<file path="config.mk">
export PLATFORM = sky130hd
export DESIGN_NAME = dual_timer_interrupt_peripheral
export DESIGN_NICKNAME = d
export VERILOG_FILES = /design/src/hw/rtl/dtip_pkg.sv /design/src/hw/rtl/dtip_timer.sv /design/src/hw/rtl/dual_timer_interrupt_peripheral.sv
export SDC_FILE = /design/constraint.sdc
export NUM_CORES = 1
export LEC_CHECK = 0
export BUFFER_PORTS_ARGS = -buffer_cell sky130_fd_sc_hd__buf_2
export CAP_MARGIN = 10
export CORE_ASPECT_RATIO = 1.25
export CORE_MARGIN = 2
export CORE_UTILIZATION = 35
export DETAILED_ROUTE_END_ITERATION = 6
export GPL_ROUTABILITY_DRIVEN = 0
export HOLD_SLACK_MARGIN = 0.05
export PLACE_DENSITY = 0.56
export SKIP_LAST_GASP = 1
export SYNTH_ARGS = -nofsm -noshare
export SYNTH_HDL_FRONTEND = slang
export SYNTH_SLANG_ARGS = --single-unit
</file>
<file path="constraint.sdc">
create_clock -name clock -period 6.3 [get_ports clock]
set_input_delay 0.945 -clock clock [delete_from_list [all_inputs] [get_ports clock]]
set_output_delay 0.945 -clock clock [all_outputs]
set_load 0.01 [all_outputs]
</file>
<file path="src/hw/rtl/dtip_pkg.sv">
package dtip_pkg;

   localparam int COUNT_W = 18;
   localparam int MASK_W  = 5;

   typedef enum logic [1:0] {
      KIND_WRITE = 2'd0,
      KIND_READ  = 2'd1,
      KIND_TICK  = 2'd2
   } kind_type;

   localparam logic [3:0] REG_PORT_A = 4'h0;
   localparam logic [3:0] REG_PORT_B = 4'h1;
   localparam logic [3:0] REG_DIR_A  = 4'h2;
   localparam logic [3:0] REG_DIR_B  = 4'h3;
   localparam logic [3:0] REG_TA_LO  = 4'h4;
   localparam logic [3:0] REG_TA_HI  = 4'h5;
   localparam logic [3:0] REG_TB_LO  = 4'h6;
   localparam logic [3:0] REG_TB_HI  = 4'h7;
   localparam logic [3:0] REG_ICR    = 4'hD;
   localparam logic [3:0] REG_CRA    = 4'hE;
   localparam logic [3:0] REG_CRB    = 4'hF;

   localparam int CTRL_RUN     = 0;
   localparam int CTRL_ONESHOT = 3;
   localparam int CTRL_LOAD    = 4;
   localparam int ICR_SET      = 7;
   localparam int ICR_IR       = 7;

   localparam logic [7:0] CTRL_STORE_MASK = 8'hEF;

   typedef logic signed [COUNT_W-1:0] count_type;

   typedef struct packed {
      count_type count;
      logic      stop;
      logic      underflow;
   } timer_result_type;

endpackage

</file>
<file path="src/hw/rtl/dtip_timer.sv">
module dtip_timer (
   input  dtip_pkg::count_type        count_i,
   input  logic [7:0]                 control_i,
   input  logic [15:0]                latch_i,
   input  logic [7:0]                 ticks_i,
   output dtip_pkg::timer_result_type result_o
);

   logic signed [dtip_pkg::COUNT_W:0] diff;
   dtip_pkg::count_type                clamped;
   dtip_pkg::count_type                reloaded;
   logic                               saturate;

   assign diff     = {count_i[dtip_pkg::COUNT_W-1], count_i} - {11'd0, ticks_i};
   assign saturate = diff[dtip_pkg::COUNT_W] ^ diff[dtip_pkg::COUNT_W-1];
   // clamp at the most negative count
   assign clamped  = saturate ? {1'b1, {(dtip_pkg::COUNT_W-1){1'b0}}}
                              : diff[dtip_pkg::COUNT_W-1:0];
   assign reloaded = clamped + {2'b00, latch_i};

   always_comb begin
      result_o.count     = count_i;
      result_o.stop      = 1'b0;
      result_o.underflow = 1'b0;
      if (control_i[dtip_pkg::CTRL_RUN]) begin
         if (!clamped[dtip_pkg::COUNT_W-1] && (clamped != '0)) begin
            result_o.count = clamped;
         end else begin
            result_o.underflow = 1'b1;
            if (control_i[dtip_pkg::CTRL_ONESHOT]) begin
               result_o.count = clamped;
               result_o.stop  = 1'b1;
            end else begin
               result_o.count = reloaded;
            end
         end
      end
   end

endmodule

</file>
<file path="src/hw/rtl/dual_timer_interrupt_peripheral.sv">
// Channel   Direction  Ports                      Content
// req       in         req_tvalid/tready/tdata/tuser  bus write, bus read or tick
// rsp       out        rsp_tvalid/tready/tdata    read byte, interrupt pulses, underflows
// csr       in         csr_p*                     interrupt routing register
//
// One item per cycle sustained while rsp does not stall; rsp_tvalid rises when
// the item moves from the input register to the result register (state update).
// Reset clears all timer, port and interrupt state and empties both registers.
// A stall on rsp holds the result register and then the input register; req
// keeps flowing while the result register is free or being drained.
module dual_timer_interrupt_peripheral (
   input  logic        clock,
   input  logic        reset,
   input  logic        req_tvalid,
   output logic        req_tready,
   input  logic [23:0] req_tdata,  // reg_addr[3:0], write_data[11:4], tick_count[19:12]
   input  logic [1:0]  req_tuser,  // kind[1:0]
   output logic        rsp_tvalid,
   input  logic        rsp_tready,
   output logic [15:0] rsp_tdata,  // read_data[7:0], irq_pulse[8], nmi_pulse[9],
                                   // underflow_flags[11:10]
   input  logic        csr_psel,
   input  logic        csr_penable,
   input  logic        csr_pwrite,
   input  logic [2:0]  csr_paddr,
   input  logic [31:0] csr_pwdata,
   output logic [31:0] csr_prdata,
   output logic        csr_pready
);

   logic                 nmi_sel_ff;
   logic                 s1_valid_ff;
   dtip_pkg::kind_type   s1_kind_ff;
   logic [3:0]           s1_addr_ff;
   logic [7:0]           s1_wdata_ff;
   logic [7:0]           s1_ticks_ff;
   logic                 rsp_valid_ff;
   logic [15:0]          rsp_data_ff, rsp_data_in;

   logic [7:0]  port_a_ff, port_a_in, port_b_ff, port_b_in;
   logic [7:0]  dir_a_ff, dir_a_in, dir_b_ff, dir_b_in;
   logic [15:0] latch_a_ff, latch_a_in, latch_b_ff, latch_b_in;
   dtip_pkg::count_type count_a_ff, count_a_in, count_b_ff, count_b_in;
   logic [7:0]  control_a_ff, control_a_in, control_b_ff, control_b_in;
   logic [dtip_pkg::MASK_W-1:0] mask_ff, mask_in;
   logic [7:0]  flags_ff, flags_in;

   logic advance, take;
   logic [7:0] rd;
   logic [1:0] uf;
   logic raise;
   dtip_pkg::timer_result_type ta, tb;

   assign csr_pready = 1'b1;
   assign csr_prdata = {31'd0, nmi_sel_ff};

   assign advance    = !rsp_valid_ff || rsp_tready;
   assign req_tready = !s1_valid_ff || advance;
   assign take       = s1_valid_ff && advance;
   assign rsp_tvalid = rsp_valid_ff;
   assign rsp_tdata  = rsp_data_ff;

   dtip_timer u_timer_a (
      .count_i   (count_a_ff),
      .control_i (control_a_ff),
      .latch_i   (latch_a_ff),
      .ticks_i   (s1_ticks_ff),
      .result_o  (ta)
   );

   dtip_timer u_timer_b (
      .count_i   (count_b_ff),
      .control_i (control_b_ff),
      .latch_i   (latch_b_ff),
      .ticks_i   (s1_ticks_ff),
      .result_o  (tb)
   );

   always_comb begin
      port_a_in    = port_a_ff;
      port_b_in    = port_b_ff;
      dir_a_in     = dir_a_ff;
      dir_b_in     = dir_b_ff;
      latch_a_in   = latch_a_ff;
      latch_b_in   = latch_b_ff;
      count_a_in   = count_a_ff;
      count_b_in   = count_b_ff;
      control_a_in = control_a_ff;
      control_b_in = control_b_ff;
      mask_in      = mask_ff;
      flags_in     = flags_ff;
      rd           = 8'd0;
      uf           = 2'd0;
      raise        = 1'b0;
      if (take) begin
         case (s1_kind_ff)
            dtip_pkg::KIND_WRITE: begin
               case (s1_addr_ff)
                  dtip_pkg::REG_PORT_A: port_a_in = s1_wdata_ff;
                  dtip_pkg::REG_PORT_B: port_b_in = s1_wdata_ff;
                  dtip_pkg::REG_DIR_A:  dir_a_in  = s1_wdata_ff;
                  dtip_pkg::REG_DIR_B:  dir_b_in  = s1_wdata_ff;
                  dtip_pkg::REG_TA_LO:  latch_a_in[7:0]  = s1_wdata_ff;
                  dtip_pkg::REG_TA_HI:  latch_a_in[15:8] = s1_wdata_ff;
                  dtip_pkg::REG_TB_LO:  latch_b_in[7:0]  = s1_wdata_ff;
                  dtip_pkg::REG_TB_HI:  latch_b_in[15:8] = s1_wdata_ff;
                  dtip_pkg::REG_ICR: begin
                     if (s1_wdata_ff[dtip_pkg::ICR_SET]) begin
                        mask_in = mask_ff | s1_wdata_ff[dtip_pkg::MASK_W-1:0];
                     end else begin
                        mask_in = mask_ff & ~s1_wdata_ff[dtip_pkg::MASK_W-1:0];
                     end
                  end
                  dtip_pkg::REG_CRA: begin
                     if (s1_wdata_ff[dtip_pkg::CTRL_LOAD]) begin
                        count_a_in = {2'b00, latch_a_ff};
                     end
                     control_a_in = s1_wdata_ff & dtip_pkg::CTRL_STORE_MASK;
                  end
                  dtip_pkg::REG_CRB: begin
                     if (s1_wdata_ff[dtip_pkg::CTRL_LOAD]) begin
                        count_b_in = {2'b00, latch_b_ff};
                     end
                     control_b_in = s1_wdata_ff & dtip_pkg::CTRL_STORE_MASK;
                  end
                  default: ;
               endcase
            end
            dtip_pkg::KIND_READ: begin
               case (s1_addr_ff)
                  dtip_pkg::REG_PORT_A: rd = port_a_ff;
                  dtip_pkg::REG_PORT_B: rd = port_b_ff;
                  dtip_pkg::REG_DIR_A:  rd = dir_a_ff;
                  dtip_pkg::REG_DIR_B:  rd = dir_b_ff;
                  dtip_pkg::REG_TA_LO:  rd = count_a_ff[7:0];
                  dtip_pkg::REG_TA_HI:  rd = count_a_ff[15:8];
                  dtip_pkg::REG_TB_LO:  rd = count_b_ff[7:0];
                  dtip_pkg::REG_TB_HI:  rd = count_b_ff[15:8];
                  dtip_pkg::REG_ICR: begin
                     rd       = flags_ff;
                     flags_in = 8'd0;
                  end
                  dtip_pkg::REG_CRA:    rd = control_a_ff;
                  dtip_pkg::REG_CRB:    rd = control_b_ff;
                  default:              rd = 8'd0;
               endcase
            end
            dtip_pkg::KIND_TICK: begin
               count_a_in = ta.count;
               count_b_in = tb.count;
               if (ta.stop) begin
                  control_a_in[dtip_pkg::CTRL_RUN] = 1'b0;
               end
               if (tb.stop) begin
                  control_b_in[dtip_pkg::CTRL_RUN] = 1'b0;
               end
               uf    = {tb.underflow, ta.underflow};
               raise = (ta.underflow && mask_ff[0]) || (tb.underflow && mask_ff[1]);
               flags_in = flags_ff | {raise, 5'd0, uf};
            end
            default: ;
         endcase
      end
      rsp_data_in = {4'd0, uf, raise && nmi_sel_ff, raise && !nmi_sel_ff, rd};
   end

   always_ff @(posedge clock) begin
      if (reset) begin
         nmi_sel_ff   <= 1'b0;
         s1_valid_ff  <= 1'b0;
         rsp_valid_ff <= 1'b0;
         port_a_ff    <= '0;
         port_b_ff    <= '0;
         dir_a_ff     <= '0;
         dir_b_ff     <= '0;
         latch_a_ff   <= '0;
         latch_b_ff   <= '0;
         count_a_ff   <= '0;
         count_b_ff   <= '0;
         control_a_ff <= '0;
         control_b_ff <= '0;
         mask_ff      <= '0;
         flags_ff     <= '0;
      end else begin
         if (csr_psel && csr_penable && csr_pwrite && csr_pready && !csr_paddr[2]) begin
            nmi_sel_ff <= csr_pwdata[0];
         end
         if (req_tready) begin
            s1_valid_ff <= req_tvalid;
         end
         if (advance) begin
            rsp_valid_ff <= s1_valid_ff;
         end
         port_a_ff    <= port_a_in;
         port_b_ff    <= port_b_in;
         dir_a_ff     <= dir_a_in;
         dir_b_ff     <= dir_b_in;
         latch_a_ff   <= latch_a_in;
         latch_b_ff   <= latch_b_in;
         count_a_ff   <= count_a_in;
         count_b_ff   <= count_b_in;
         control_a_ff <= control_a_in;
         control_b_ff <= control_b_in;
         mask_ff      <= mask_in;
         flags_ff     <= flags_in;
      end
   end

   always_ff @(posedge clock) begin
      if (req_tready) begin
         s1_kind_ff  <= dtip_pkg::kind_type'(req_tuser);
         s1_addr_ff  <= req_tdata[3:0];
         s1_wdata_ff <= req_tdata[11:4];
         s1_ticks_ff <= req_tdata[19:12];
      end
      if (advance) begin
         rsp_data_ff <= rsp_data_in;
      end
   end

endmodule

</file>
Word-level counts from Yosys, hierarchy flattened
Index checks and enable logic that the tools add are counted.
{"block": "op_classes", "reduce_logical": 43, "n_mux": 30, "bitwise_logic": 6, "eq_ne": 20, "n_addsub": 4}
{"op": "18-bit two-way mux", "count": 10}
{"op": "8-bit case mux with 11 select lines", "count": 1}
{"op": "18-bit case mux with 2 select lines", "count": 2}
{"op": "20-bit two-way mux", "count": 2}
{"op": "18-bit by 9-bit subtractor with 19-bit output", "count": 2}
{"op": "18-bit by 16-bit adder with 18-bit output", "count": 2}
{"op": "3-bit AND reduction", "count": 12}
{"op": "18-bit nonzero test", "count": 2}
{"op": "4-bit by 3-bit == test with 1-bit output (second input constant)", "count": 4}
{"op": "8-bit case mux with 2 select lines", "count": 1}
{"op": "4-bit == test (second input constant)", "count": 3}
{"op": "2-bit inequality test (second input constant)", "count": 6}
{"op": "1-bit logical AND", "count": 10}
{"op": "5-bit AND reduction", "count": 2}
{"op": "4-bit by 2-bit == test with 1-bit output (second input constant)", "count": 2}
{"op": "1-bit two-way mux", "count": 8}
{"op": "8-bit two-way mux", "count": 1}
{"op": "8-bit bitwise OR", "count": 1}
{"op": "4-bit AND reduction", "count": 2}
{"op": "1-bit zero test", "count": 6}
{"op": "5-bit AND", "count": 1}
{"op": "5-bit two-way mux", "count": 1}
{"op": "5-bit inverter", "count": 1}
{"op": "5-bit bitwise OR", "count": 1}
{"op": "12 further kinds", "count": 20}
{"block": "word_totals", "wordCells": 129, "input_bits": 68, "output_inout_bits": 51, "regBits": 164}

Logic depth before layout (Yosys ltp)
{"block": "depth", "word_depth": 12, "ltp_mapped": 25, "depth_no_buf": 24}

By module
From an unflattened synthesis, not the netlist that was laid out.
{"block": "hier_totals", "hier_cells": 1337, "hier_area_um2": 11427.2}
{"module": "dual_timer_interrupt_peripheral", "seq_area_each_um2": 3463.3, "area_each_um2": 7295.7, "instances": 1, "cells_per_inst": 734}
{"module": "dtip_timer at u_timer_a", "seq_area_each_um2": 0.0, "area_each_um2": 2157.1, "instances": 1, "cells_per_inst": 321}
{"module": "dtip_timer at u_timer_b", "seq_area_each_um2": 0.0, "area_each_um2": 1974.4, "instances": 1, "cells_per_inst": 282}

Least setup slack after synthesis
Ideal clock, no wire load.
{"block": "synth_path", "kind": "register -> register", "start": "register s1_ticks_ff[4]", "end": "register count_b_ff[14]", "arrival_ns": 4.929, "path_stages_with_launch": 22, "slack_ns": 1.280, "setup_time_ns": 0.091, "n_path_buf": 1, "period_less_slack_ns": 5.020, "t_required_ns": 6.209, "cell_sequence": "edfxtp_1 -> inv_1 -> ha_1 -> o211ai_1 -> o21ai_0 -> o31a_1 -> or3_1 -> nor4b_1 -> xnor2_1 -> ha_1 -> clkbuf_1 -> nor2_1 -> ha_1 -> fa_1 -> a21oi_1 -> o211ai_1 -> nand2_1 -> o311ai_0 -> a31oi_1 -> xnor2_1 -> or4b_1 -> a311oi_1"}
{"block": "synth_between", "elab_chain_len": 8, "elab_cells_between_ends": 11, "classes_between": "add/sub: 2; mux: 5; bitwise: 1; reduce/logical: 3"}
{"item": "from (decl)", "line_no": "dual_timer_interrupt_peripheral.sv:36", "rtl": "logic [7:0] s1_ticks_ff;"}
{"item": "from (signal assigned)", "line_no": "dual_timer_interrupt_peripheral.sv:214", "rtl": "s1_ticks_ff <= req_tdata[19:12];"}
{"item": "18-bit by 9-bit subtractor with 19-bit output *", "line_no": "dtip_timer.sv:14", "rtl": "assign diff = {count_i[dtip_pkg::COUNT_W-1], count_i} - {11'd0, ticks_i};"}
{"item": "1-bit XOR", "line_no": "dtip_timer.sv:15", "rtl": "assign saturate = diff[dtip_pkg::COUNT_W] ^ diff[dtip_pkg::COUNT_W-1];"}
{"item": "18-bit two-way mux *", "line_no": "dtip_timer.sv:17", "rtl": "assign clamped = saturate ? {1'b1, {(dtip_pkg::COUNT_W-1){1'b0}}}"}
{"item": "18-bit by 16-bit adder with 18-bit output, or another cell as far along", "line_no": "dtip_timer.sv:19", "rtl": "assign reloaded = clamped + {2'b00, latch_i};"}
{"item": "18-bit two-way mux / 1-bit logical AND (equally long branches)", "line_no": "dtip_timer.sv:30, dtip_timer.sv:26"}
{"item": "18-bit two-way mux *", "line_no": "dtip_timer.sv:26", "rtl": "if (!clamped[dtip_pkg::COUNT_W-1] && (clamped != '0)) begin"}
{"item": "20-bit two-way mux *", "line_no": "dtip_timer.sv:25", "rtl": "if (control_i[dtip_pkg::CTRL_RUN]) begin"}
{"item": "18-bit case mux with 2 select lines *", "line_no": "dual_timer_interrupt_peripheral.sv:96", "rtl": "case (s1_kind_ff)"}
{"item": "to (signal assigned)", "line_no": "dual_timer_interrupt_peripheral.sv:201", "rtl": "count_b_ff <= count_b_in;"}
{"item": "to (decl)", "line_no": "dual_timer_interrupt_peripheral.sv:43", "rtl": "dtip_pkg::count_type count_a_ff, count_a_in, count_b_ff, count_b_in;"}
Every way passes the cells marked *; elsewhere a longest branch is shown, timed or not. The select of a mux whose other input is x is not followed.
A chain may end at the register's enable or synchronous reset.

Worst setup path in the final report
{"block": "layout_path", "start": "register s1_ticks_ff[0]", "end": "register count_a_ff[15]"}
{"block": "layout_between", "elab_chain_len": 8, "elab_cells_between_ends": 11, "classes_between": "add/sub: 2; mux: 5; bitwise: 1; reduce/logical: 3"}
{"item": "18-bit by 9-bit subtractor with 19-bit output *", "line_no": "dtip_timer.sv:14"}
{"item": "1-bit XOR", "line_no": "dtip_timer.sv:15"}
{"item": "18-bit two-way mux *", "line_no": "dtip_timer.sv:17"}
{"item": "18-bit by 16-bit adder with 18-bit output, or another cell as far along", "line_no": "dtip_timer.sv:19"}
{"item": "18-bit two-way mux / 1-bit logical AND (equally long branches)", "line_no": "dtip_timer.sv:30, dtip_timer.sv:26"}
{"item": "18-bit two-way mux *", "line_no": "dtip_timer.sv:26"}
{"item": "20-bit two-way mux *", "line_no": "dtip_timer.sv:25"}
{"item": "18-bit case mux with 2 select lines *", "line_no": "dual_timer_interrupt_peripheral.sv:96"}
{"item": "to (signal assigned)", "line_no": "dual_timer_interrupt_peripheral.sv:200", "rtl": "count_a_ff <= count_a_in;"}
{"item": "to (decl)", "line_no": "dual_timer_interrupt_peripheral.sv:43"}
Marked as above.

==> parameters.txt <==
Parameter                              Value

Job
  Maximum Capacitance Violations ... 0

Clock tree
  Post-cts repair resize count ... 0
  Clock transition at the registers of the reported paths ... 70 ps
  Sink Count ... 156
  Clock buffer depth ... 2
  Number of buffers added by the clock tree synthesis step ... 17
  Clock tree from TritonCTS ... built
  Buffer count from post-CTS setup fixing ... 0
  Post-CTS Hold Fix Bufs ... 0
  Clock network latency to the later pin of the worst-skew pair ... 440 ps
  CTS H-tree depth ... 4
  Root Buffer Master ... sky130_fd_sc_hd__clkbuf_16

Synthesis
  Post-synth EDFFs ... 34
  YS warnings ... 0
  Synth cell types ... 87
  Complex-gate fraction of the synthesized area ... 22.23%
  Xor and xnor area share after synthesis ... 3.797%
  Adder and majority cell fraction of the synthesized area ... 6.798%
  Dominant combinational cell family by area after synthesis ... simple AND/OR/NAND/NOR gates
  Multiplexer share of the synthesized area ... 4.327%
  Syn_area_per_cell ... 8.154 um2
  Area share of and/or/nand/nor cells after synthesis ... 22.41%
  Dominant register cell in the synthesized netlist ... sky130_fd_sc_hd__dfxtp_1
  Number of synthesized register bits ... 156
  Sequential area share after synthesis ... 33.37%
  Number of standard cells after synthesis ... 1273
  Netlist area before placement ... 10380 um2
  Ys async rst share ... 0%

Route
  Total via count in the routed design ... 9559
  Vias per Instance ... 5.666
  Final WL ... 33840 um
  DRC Markers ... 0
  Number of detailed-route iterations in the first pass ... 5
  Number of nets still failing antenna checks after routing ... 0
  Detailed Route Iter0 Violations ... 653
  Routed length per placed instance ... 20.06 um

Global route
  Vias in the first global route ... 8933
  Antenna violations before repair ... 0
  Global-route congestion overflow total ... 0
  Largest net degree at the start of global routing ... 75
  Global Route Usage Sum ... 21.74%
  First-pass GRT wire length ... 51570 um

STA
  Setup skew after layout ... 11.15 ps
  Setup repair after global routing missed its margin ... false
  Pin slew with the least headroom to its limit ... 1014 ps
  Final number of setup-violating endpoints ... 0
  Period utilization ... 91.95%
  Worst rel slew slack ... 32.38%
  Slew Viols, Final ... 0
  FMAX ... 0.1726 GHz
  Hold Violations, Final ... 0
  Tmin final ... 5793 ps
  Final total negative setup slack ... 0 ps

Floorplan
  Area inside the core boundary ... 29250 um2
  I/O Pins ... 119
  Die area ... 31060 um2
  Floorplan die height ... 196.5 um
  Overall die width ... 158.0 um
  Starting Density ... 35.48%
  Standard-cell rows ... 70

Pwr
  Fraction of power consumed by combinational cells ... 8.7%
  Worst-case vdd ir drop ... 151.6 uV
  Relative contribution of sequential cells to total power ... 45.1%
  Int Power ... 1.737 mW
  Power per Cell Area ... 205.1 nW/um2
  Portion of total power attributed to the clock network ... 46.2%
  Switching Power ... 0.6026 mW
  Standby leakage power ... 4.411 nW
  Switching Share ... 25.76%

Status
  Result of the run ... completed

Worst setup path
  Endpoint class of the critical path ... flip-flop
  Reg2Reg Setup Slack ... 510 ps
  Data arrival, critical path ... 6140 ps
  CP startpoint kind ... flip-flop
  CP Class ... flip-flop to flip-flop
  Critical Path RT ... 6650 ps
  Worst-path fanout max ... 20

Place
  Total half-perimeter wirelength after legalization and detailed placement ... 24270 um
  Instance area at placement ... 10800 um2
  Buffers on Ports ... 45

Finish
  Post-Route Utilization ... 39.00%
  # diodes ... 0
  Layout-stage area growth over the synthesis result ... 9.908%
  Post-route cell area ... 11410 um2
  Share of final-layout standard cells stronger than drive strength 1 ... 10.15%
  Final layout net count ... 1400

Worst hold path
  Class of the tightest hold or removal check ... flip-flop to flip-flop
[stage by stage]
stage | hold slack, ps | setup slack, ps | instances | power (mW)
4_1_cts | 455.6 | 575.8 | 1687 | 2.360
5_1_grt | 472.8 | 181.4 | 1687 | 2.418
3_5_place_dp | 446.6 | 581.8 | 1655 | 1.277
3_3_place_gp | 439.7 | 573.7 | 1655 | 1.275
6_report | 454.4 | 507.1 | 1687 | 2.339
2_1_floorplan | 432.3 | 1280 | 1307 | 1.230
[worst paths after layout]
path | start | end | cells after the start
setup / recovery | s1_ticks_ff[0] | count_a_ff[15] | 22
hold / removal | dir_a_ff[4] | dir_a_ff[4] | 2
setup reg to reg | s1_ticks_ff[0] | count_a_ff[15] | 22
hold reg to reg | dir_a_ff[4] | dir_a_ff[4] | 2
[Yosys cell counts, drive strengths merged, types with 5 or more instances]
| library cell | instances | area share [%] |
|---|---|---|
| o21bai | 5 | 0.36 |
| xnor2 | 31 | 2.6 |
| a21o | 14 | 1.0 |
| a22oi | 5 | 0.36 |
| mux2 | 5 | 0.54 |
| o311ai | 5 | 0.49 |
| a32oi | 5 | 0.42 |
| o211ai | 8 | 0.58 |
| edfxtp | 34 | 9.8 |
| nor4 | 12 | 0.78 |
| buf | 52 | 3.5 |
| a22o | 9 | 0.77 |
| o221ai | 7 | 0.65 |
| nand2 | 128 | 4.6 |
| a31oi | 15 | 0.90 |
| a311oi | 5 | 0.42 |
| clkbuf | 62 | 2.2 |
| o31ai | 5 | 0.36 |
| inv | 29 | 1.0 |
| nand2b | 11 | 0.66 |
| o22ai | 12 | 0.72 |
| nor2b | 16 | 0.96 |
| mux2i | 37 | 3.6 |
| a21oi | 157 | 7.6 |
| or3 | 10 | 0.63 |
| dfxtp | 122 | 24 |
| and2 | 16 | 0.98 |
| a311o | 7 | 0.68 |
| o21a | 12 | 0.87 |
| nor2 | 113 | 4.1 |
| o21ai | 32 | 1.5 |
| nand3 | 92 | 4.4 |
| nor3 | 24 | 1.2 |
| nand3b | 8 | 0.58 |
| ha | 50 | 6.0 |
| xor2 | 14 | 1.2 |
| and3 | 25 | 1.5 |
| a211oi | 5 | 0.36 |
[layout by cell type (no fill, tap or decap), drive strengths merged, types with 34 or more instances in the layout]
cell type  instances
nor2             113
edfxtp            34
buf               67
a21oi            157
conb              36
dfxtp            122
ha                50
nand2            128
mux2i             37
nand3             92
[flip-flops by register name (all words and copies together) (netlist names), 12 cells and up]
signal and count:
count_a_ff 18, count_b_ff 18, latch_a_ff 16, latch_b_ff 16, rsp_tdata 12
[final cells by class]
type / count / area [um2]
repair buffers: 67 / 392.9
well taps: 396 / 495.5
fillers: 3021 / 17840
inverters: 29 / 108.9
multi-input cells: 1007 / 6341
clock inverters: 12 / 160.2
clock buffers: 20 / 446.7
flip-flops and latches: 156 / 3463
[critical path: stages, from the launching register on]
cell                       delay, ps
sky130_fd_sc_hd__edfxtp_1        410
sky130_fd_sc_hd__ha_1            190
sky130_fd_sc_hd__inv_1            50
sky130_fd_sc_hd__fa_1            400
sky130_fd_sc_hd__a21o_1          200
sky130_fd_sc_hd__a32oi_1         340
sky130_fd_sc_hd__a21oi_1         190
sky130_fd_sc_hd__or3_1           370
sky130_fd_sc_hd__nor2_1          100
sky130_fd_sc_hd__nor2_1           50
sky130_fd_sc_hd__ha_1            380
sky130_fd_sc_hd__buf_4           250
sky130_fd_sc_hd__nor3_1          370
sky130_fd_sc_hd__ha_1            360
sky130_fd_sc_hd__o211a_1         140
sky130_fd_sc_hd__a21oi_1         300
sky130_fd_sc_hd__a21oi_1         140
sky130_fd_sc_hd__o221ai_1        360
sky130_fd_sc_hd__a21oi_1         170
sky130_fd_sc_hd__a311oi_1        390
sky130_fd_sc_hd__xnor2_1         170
sky130_fd_sc_hd__nand3_1          90
sky130_fd_sc_hd__a311oi_1        280
[routing by layer]
| metal | vias up | track usage (%) | wire length [um] |
|---|---|---|---|
| met4 | 0 | 11.18 | 1719 |
| met1 | 4547 | 26.21 | 13810 |
| li1 | 4616 | - | - |
| met2 | 322 | 37.75 | 16700 |
| met3 | 74 | 2.595 | 1607 |
| met5 | - | 0 | 0 |
[power groups by stage]
| stage | Clock (mW) | Sequential [mW] | Combinational, mW |
|---|---|---|---|
| 2_1_floorplan | 0 | 1.06 | 0.169 |
| 3_3_place_gp | 0 | 1.08 | 0.197 |
| 3_5_place_dp | 0 | 1.08 | 0.200 |
| 4_1_cts | 1.10 | 1.06 | 0.200 |
| 5_1_grt | 1.14 | 1.06 | 0.223 |
| 6_report | 1.08 | 1.06 | 0.203 |
[kinds of logic after synthesis]
kind of cell,after synthesis
other cells,2
compound gates,350
xor+xnor,45
buf+inv,144
mux,43
flops,156
simple gates,479
fa+ha+maj,54
(Power assumes the default switching activity.)
